[src/hdl/triangle_barycentric_interp_defines.svh]
// assertion macros shared by the block's modules
`ifndef TRIANGLE_BARYCENTRIC_INTERP_DEFINES_SVH
`define TRIANGLE_BARYCENTRIC_INTERP_DEFINES_SVH
`ifndef SYNTHESIS
`define TBI_ASSERT(label, prop) \
  label: assert property (@(posedge clk) disable iff (rst) (prop)) \
    else $error("tbi assertion failed");
`define TBI_ASSERT_IMPLIES(label, ante, cons) \
  label: assert property (@(posedge clk) disable iff (rst) (ante) |-> (cons)) \
    else $error("tbi assertion failed");
`else
`define TBI_ASSERT(label, prop)
`define TBI_ASSERT_IMPLIES(label, ante, cons)
`endif
`endif

[src/hdl/tbi_pkg.sv]
`timescale 1ns / 1ps
package tbi_pkg;

  // field widths
  localparam int CW   = 24;
  localparam int HW   = 32;
  // coordinate difference, product and sum widths
  localparam int DW   = CW + 1;
  localparam int UW   = 2 * DW;
  localparam int SW   = UW + 1;
  localparam int NW   = SW + 2;
  // split of a barycentric weight for the height multiply
  localparam int NL   = UW / 2;
  localparam int NH   = UW - NL;
  localparam int PPL  = NL + 1 + HW;
  localparam int PPH  = NH + 1 + HW;
  localparam int TW   = UW + HW + 1;
  localparam int NUMW = TW + 2;
  localparam int MW   = UW + HW;

  // queue between front and back
  localparam int QDEPTH = 8;
  localparam int QPTRW  = 3;
  localparam int QCNTW  = 4;
  localparam int QSLACK = 4;

  // accept to result strobe, in clock edges
  localparam int LAT = 3 + 2 + 4 + HW + 1;

  typedef enum logic [1:0] {
    ST_INSIDE  = 2'd0,
    ST_OUTSIDE = 2'd1,
    ST_DEGEN   = 2'd2
  } status_t;

  typedef struct packed {
    logic signed [CW-1:0] ax;
    logic signed [CW-1:0] ay;
    logic signed [HW-1:0] az;
    logic signed [CW-1:0] bx;
    logic signed [CW-1:0] by_coord;
    logic signed [HW-1:0] bz;
    logic signed [CW-1:0] cx;
    logic signed [CW-1:0] cy;
    logic signed [HW-1:0] cz;
    logic signed [CW-1:0] qx;
    logic signed [CW-1:0] qy;
  } query_t;

  typedef struct packed {
    status_t              status;
    logic signed [HW-1:0] z_value;
  } result_t;

  // classified item handed from front to back
  typedef struct packed {
    status_t                  status;
    logic [UW-1:0]            det;
    logic [2:0][UW-1:0]       n;
    logic [2:0][HW-1:0]       h;
  } entry_t;

  // divider working item
  typedef struct packed {
    status_t       status;
    logic          neg;
    logic [UW-1:0] det;
    logic [MW-1:0] rem;
    logic [HW-1:0] q;
  } div_t;

endpackage

[src/hdl/tbi_queue.sv]
`timescale 1ns / 1ps
`include "triangle_barycentric_interp_defines.svh"
module tbi_queue (
  input  logic            clk,
  input  logic            rst,
  input  logic            push,
  input  tbi_pkg::entry_t din,
  output logic            dvalid,
  output tbi_pkg::entry_t dout,
  output logic            near_full
);

  localparam int QDEPTH = tbi_pkg::QDEPTH;
  localparam int QPTRW  = tbi_pkg::QPTRW;
  localparam int QCNTW  = tbi_pkg::QCNTW;

  tbi_pkg::entry_t mem [QDEPTH];
  logic [QPTRW-1:0] wr_ptr, rd_ptr;
  logic [QCNTW-1:0] count, count_next;
  logic pop;

  // back side never stalls: drain whenever something is held
  assign pop = (count != '0);

  always_comb begin
    case ({push, pop})
      2'b10:   count_next = count + QCNTW'(1);
      2'b01:   count_next = count - QCNTW'(1);
      default: count_next = count;
    endcase
  end

  // pointers, count and read register
  always_ff @(posedge clk) begin
    if (rst) begin
      wr_ptr <= '0;
      rd_ptr <= '0;
      count  <= '0;
      dvalid <= 1'b0;
    end else begin
      count  <= count_next;
      dvalid <= pop;
      if (push) begin
        wr_ptr <= wr_ptr + QPTRW'(1);
      end
      if (pop) begin
        rd_ptr <= rd_ptr + QPTRW'(1);
      end
    end
  end

  // storage
  always_ff @(posedge clk) begin
    if (push) begin
      mem[wr_ptr] <= din;
    end
    dout <= mem[rd_ptr];
  end

  assign near_full = (count >= QCNTW'(QDEPTH - tbi_pkg::QSLACK));

  `TBI_ASSERT_IMPLIES(a_no_overflow, push, count < QCNTW'(QDEPTH))
  `TBI_ASSERT_IMPLIES(a_pop_next, count != '0, ##1 dvalid)
  `TBI_ASSERT_IMPLIES(a_empty_idle, count == '0, ##1 !dvalid)

endmodule

[config.mk]
export PLATFORM = sky130hd
export DESIGN_NAME = tbi_queue
export DESIGN_NICKNAME = d
export VERILOG_FILES = /design/src/hdl/tbi_pkg.sv /design/src/hdl/tbi_queue.sv
export VERILOG_INCLUDE_DIRS = /design/src /design/src/hdl
export SDC_FILE = /design/constraint.sdc
export NUM_CORES = 2
export LEC_CHECK = 0
export BUFFER_PORTS_ARGS = -buffer_cell sky130_fd_sc_hd__buf_4
export CAP_MARGIN = 20
export CORE_MARGIN = 4
export CORE_UTILIZATION = 40
export DETAILED_ROUTE_END_ITERATION = 8
export RECOVER_POWER = 25
export SLEW_MARGIN = 15
export SYNTH_ARGS = -nofsm -noshare
export SYNTH_HDL_FRONTEND = slang
export SYNTH_SLANG_ARGS = --single-unit
[constraint.sdc]
create_clock -name clk -period 84.3 [get_ports clk]
set_input_delay 16.86 -clock clk [delete_from_list [all_inputs] [get_ports clk]]
set_output_delay 16.86 -clock clk [all_outputs]
set_load 0.005 [all_outputs]
=== Yosys cells after proc, flatten, opt, wreduce, memory -nomap -nowiden ===
Memories as Yosys holds them, arrays and structs flattened. A register that Yosys moved wholly into a read port is not among the register bits.
Index checks and enable logic that the tools add are counted.

* Logic and storage cells: 17
* RAM bits: 2384
* Output and inout port bits: 300
* Memories: 1
* Register bits after elaboration: 11
* Input port bits: 301

{| class="wikitable"
|+ Memories
! name !! words !! bits a word !! read ports !! clocked after Yosys merged registers in !! write ports !! line !! source
|-
| mem || 8 || 298 || 1 || 1 || 1 || tbi_queue.sv:17 || <nowiki>tbi_pkg::entry_t mem [QDEPTH];</nowiki>
|}

* Mux-type cells: 3
* $lt $le $gt $ge: 1
* Add/sub/neg operators: 4
* Reduce and logical (&&, ||, !) cells: 2
* Equality and inequality tests: 2

{| class="wikitable"
|+ Operators with widths
! cell !! count
|-
| $pmux W4 S2 || 1
|-
| $add A3 B1 Y3 const B || 2
|-
| $add A4 B1 Y4 const B || 1
|-
| $ge A4 B3 Y1 const B || 1
|-
| $reduce_bool A4 Y1 || 1
|-
| $sub A4 B1 Y4 const B || 1
|-
| $eq A2 B1 Y1 const B || 1
|-
| $eq A2 B2 Y1 const B || 1
|-
| $mux W1 || 2
|-
| $reduce_bool A2 Y1 || 1
|}

=== Depth between registers and ports, before layout ===
* Depth after elaboration: 3
* Mapped depth: 9
* Depth with buffers taken out: 9

=== Worst setup path after synthesis ===
OpenSTA, ideal clock, no wires.

* Path kind: input -> register
* Start: input port push
* End: memory mem[0][0] (netlist bit) (enable)
* Path slack: 45650 ps
* Path buffers: 1
* Arrival time: 37327 ps
* Stages: 3
* Cells stage by stage: clkbuf_1 > nand2b_1 > nor3_1

* Longest elaborated chain between the ends: 2

{| class="wikitable"
|+ Ends and longest elaborated chain
! item !! line !! source
|-
| start: declaration || tbi_queue.sv:6 || <nowiki>input logic push,</nowiki>
|-
| $mux W1 || tbi_queue.sv:54 || <nowiki>if (push) begin</nowiki>
|-
| $mux W1 (implied by the code) || tbi_queue.sv:55 || <nowiki>mem[wr_ptr] <= din;</nowiki>
|-
| end: declaration || tbi_queue.sv:17 ||
|}

Every way passes these cells.

=== Final worst setup path ===
* Start: input port push
* End: memory mem[7][215] (netlist bit) (enable)

Same word-level chain as after synthesis.

==> summary.md <==
| Metric | Value |
|---|---|
| Crit path top cell by count | buf_4 |
| Final layout net count | approximately 4900 |
| Period minus WS final | slightly above 20 ns |
| #FFs+latches synth | between 2000 and 3000 |
| PortBufs | 600 |
| Synth Area in Simple Gates | 0.158% |
| Detailed-route DRC error count | 0 |
| Syn nets | 4117 |
| CTS tree | yes |
| Initial DRC Count | 3519 |
| GP Congestion | approximately 0.73 |
| CP max FO | 42 |
| R2R Setup Slk | about 66 ns |
| Wirelength per Cell | about 26 microns |
| Worst hold margin | approximately 0.54 ns |
| Largest cells by area after synthesis | edfxtp_1, mux4_2, dfxtp_1, mux2_2, buf_6 |
| Largest vdd supply drop | between 0.02 and 0.025 mV |
| # fillers | around 19000 |
| Fmax | roughly 49 MHz |
| Skew final | between 0.08 and 0.09 ns |
| YS warnings | 0 |
| Critical path, cell by cell | buf_4 > nand2_1 > nor2_4 > buf_4 > buf_4 > buf_4 > buf_4 |
| DR pass1 iterations | 6 |
| I/O pin cnt | 601 |
| Vias | 41600 |
| CTS Hold Buffers Added | 0 |
| Req. time, crit path | around 85 ns |
| Slowest-stage cell, CP | buf_4 |
| Via density | around 5.2 |
| Vias in the first global route | approximately 44000 |
| Total gr overflow | 0 |
| Post-route ant nets | 0 |
| Worst slew pin tran | ~8.6 ns |
| First-pass GRT wire length | 301000 microns |
| Utilization after layout | a little under half |
| Crit-path max cell delay | about 0.76 ns |
| Area fraction in compound gates after synthesis | less than 1% |
| Tcrit/Tclk final | 24.0% |
| Largest net degree at the start of global routing | around 130 |
| GRT Util Overall | roughly 16% |
| Yosys cell types | 27 |
| Count of final max-slew check failures | 817 |
| Slew headroom | -471% |
| Worst setup SP type | primary input |
| Post-CTS setup buffer count | 0 |
| Status | finished with violations |
| DRT Wirelength | 206000 microns |
| Hpwl dp | approximately 120000 microns |
| Hold Crit Class | register to register |
| Power density over the cells | roughly 31 nW/um^2 |
| Post-Synth XOR/XNOR Area | 0.0640% |
| Failing checks | capacitance limit, slew limit |
| Total clock buffers created by CTS | slightly below 300 |
| Area Overhead vs Synth | 17.5% |
| Clock-pin slew on the worst setup and hold paths | approximately 0.060 ns |
| FF/Latch Area | between 70000 and 80000 sq um |
| Clock buffer depth | 4 |
| RSZ-0062 raised after global routing | false |
| Die Area | around 250000 sq um |
| Crit path kind | primary input to register |
| Die Wd | 498 microns |
| Mean Syn Cell Area | approximately 25 sq um |
| Post-CTS sizing | 0 |
| Initial antenna violation count | 56 |
| Adder-cell share of the synthesized area | 0.0731% |
| Post-Syn Area | between 90000 and 100000 sq um |
| Row cnt | ~180 |
| Clk_lat worst skew | approximately 0.9 ns |
| Multi-input gate area | ~17000 sq um |
| Post-synthesis mux area share | between 10% and 20% |
| Layout cell share with drive strength beyond 1 | 34.9% |
| # H-tree levels | 5 |
| Setup TNS | 0 ns |
| Vert. Die Dim | 498 microns |
| Delay-heaviest family, CP | buffers and inverters |
| Max-cap viol count | 15 |
| Leak Pwr | approximately 36 nW |
| Core area | roughly 240000 sq um |
| Worst setup EP type | register |
| Largest family of logic cells by synthesized area | multiplexers |
| Initial Util | between 40% and 50% |
| CP arrival | roughly 21 ns |
| Cell taking the most area after synthesis | edfxtp_1 |
| Final setup viols | 0 |
| Post-synthesis sequential area ratio | 81.1% |
| Clock sink total | around 2700 |
| Fin. Hold Viols | 0 |
| Synth top area share | between 70% and 80% |
| Clock root buffer master | clkbuf_16 |
| Crit path buffers/inverters | 5 |
| Synthesized instance count | approximately 3800 |
sequential cells by signal (all words and copies together) (netlist names):
| name | cells |
|---|---|
| mem | 2384 |
| dout | 298 |
| count | 4 |
| rd_ptr | 3 |
| wr_ptr | 3 |
| dvalid | 1 |
cell usage in the layout (no fill, tap or decap), types with 4 or more instances in the layout:
cell type   instances
nor2_4              6
dfxtp_1           308
clkinv_2           27
nor2_1             10
nand2_1             6
mux2_2            203
clkbuf_16         301
clkinv_1           31
buf_4             470
mux2_1             96
diode_2            26
ha_1                4
clkbuf_1          277
edfxtp_1         2384
mux4_2            596
bufinv_16          13
xor2_1              4
clkbuf_8           33
clkinvlp_4          7
buf_12              8
inv_6               9
final cells by class:
type	instances	share of cell area [%]
clock buffers	420	7.38
flip-flops and latches	2693	69.1
inverters	2	0.00667
multi-input cells	947	15.3
well taps	3167	3.52
clock inverters	94	0.780
repair buffers	670	3.94
diodes	26	0.0578
worst paths after layout:
check,startpoint,cells past startpoint,endpoint
hold reg to reg,count[2],2,count[2]
hold / removal,count[2],2,count[2]
setup / recovery,push,7,mem[7][215]
setup reg to reg,rd_ptr[0],7,dout[238]
worst min-delay path: cells and delay by family, from the launching register on:
kind / cells / cell delay, ns
AO/OA/AOI/OAI: 2 / 0.15
flip-flops: 1 / 0.34
stage by stage:
stage | instance area (sq um) | setup WS [ns] | total power, mW | cells
finish | 113000 | 64.06 | 3.53 | 8019
global route | 113000 | 62.16 | 3.68 | 8002
CTS | 113000 | 64.07 | 3.54 | 7992
floorplan | 95900 | 45.65 | 2.04 | 3811
global placement | 104000 | 63.14 | 2.31 | 7478
detailed placement | 104000 | 63.09 | 2.31 | 7478
synthesized netlist by cell type, drive strengths merged:
library cell  count
edfxtp         2384
nor2b             1
nor4b             1
dfxtp           309
xnor2             3
mux2i             2
clkbuf           65
nor2             16
nor3              3
or3               1
ha                4
nor3b             1
o21ai             1
a21oi             3
fa                1
inv               2
a311oi            1
or2               1
xor2              4
mux2            299
nand2b            3
mux4            596
buf             104
nand2             6
where the power goes:
group	switching, mW	internal [mW]	total [mW]
clock	0.496	0.725	1.22
combinational	0.293	0.400	0.693
sequential	0.0547	1.56	1.61
total	0.843	2.68	3.53
cell families after synthesis:
logic type                 after synthesis
buffers and inverters                  171
adders and majority gates                5
DFF                                   2693
and+or+nand+nor                         33
muxes                                  897
AOI/OAI and AO/OA                        5
xor gates and xnor gates                 7
routing by layer:
| layer | track usage [%] | wire, microns | vias up |
|---|---|---|---|
| li1 | - | - | 17700 |
| met1 | 23.5 | 91100 | 22200 |
| met2 | 24.7 | 94700 | 1261 |
| met3 | 4.65 | 15000 | 352 |
| met4 | 4.42 | 4660 | 42 |
| met5 | 0 | 259 | - |
No activity file was read; power rests on OpenSTA's default activity.
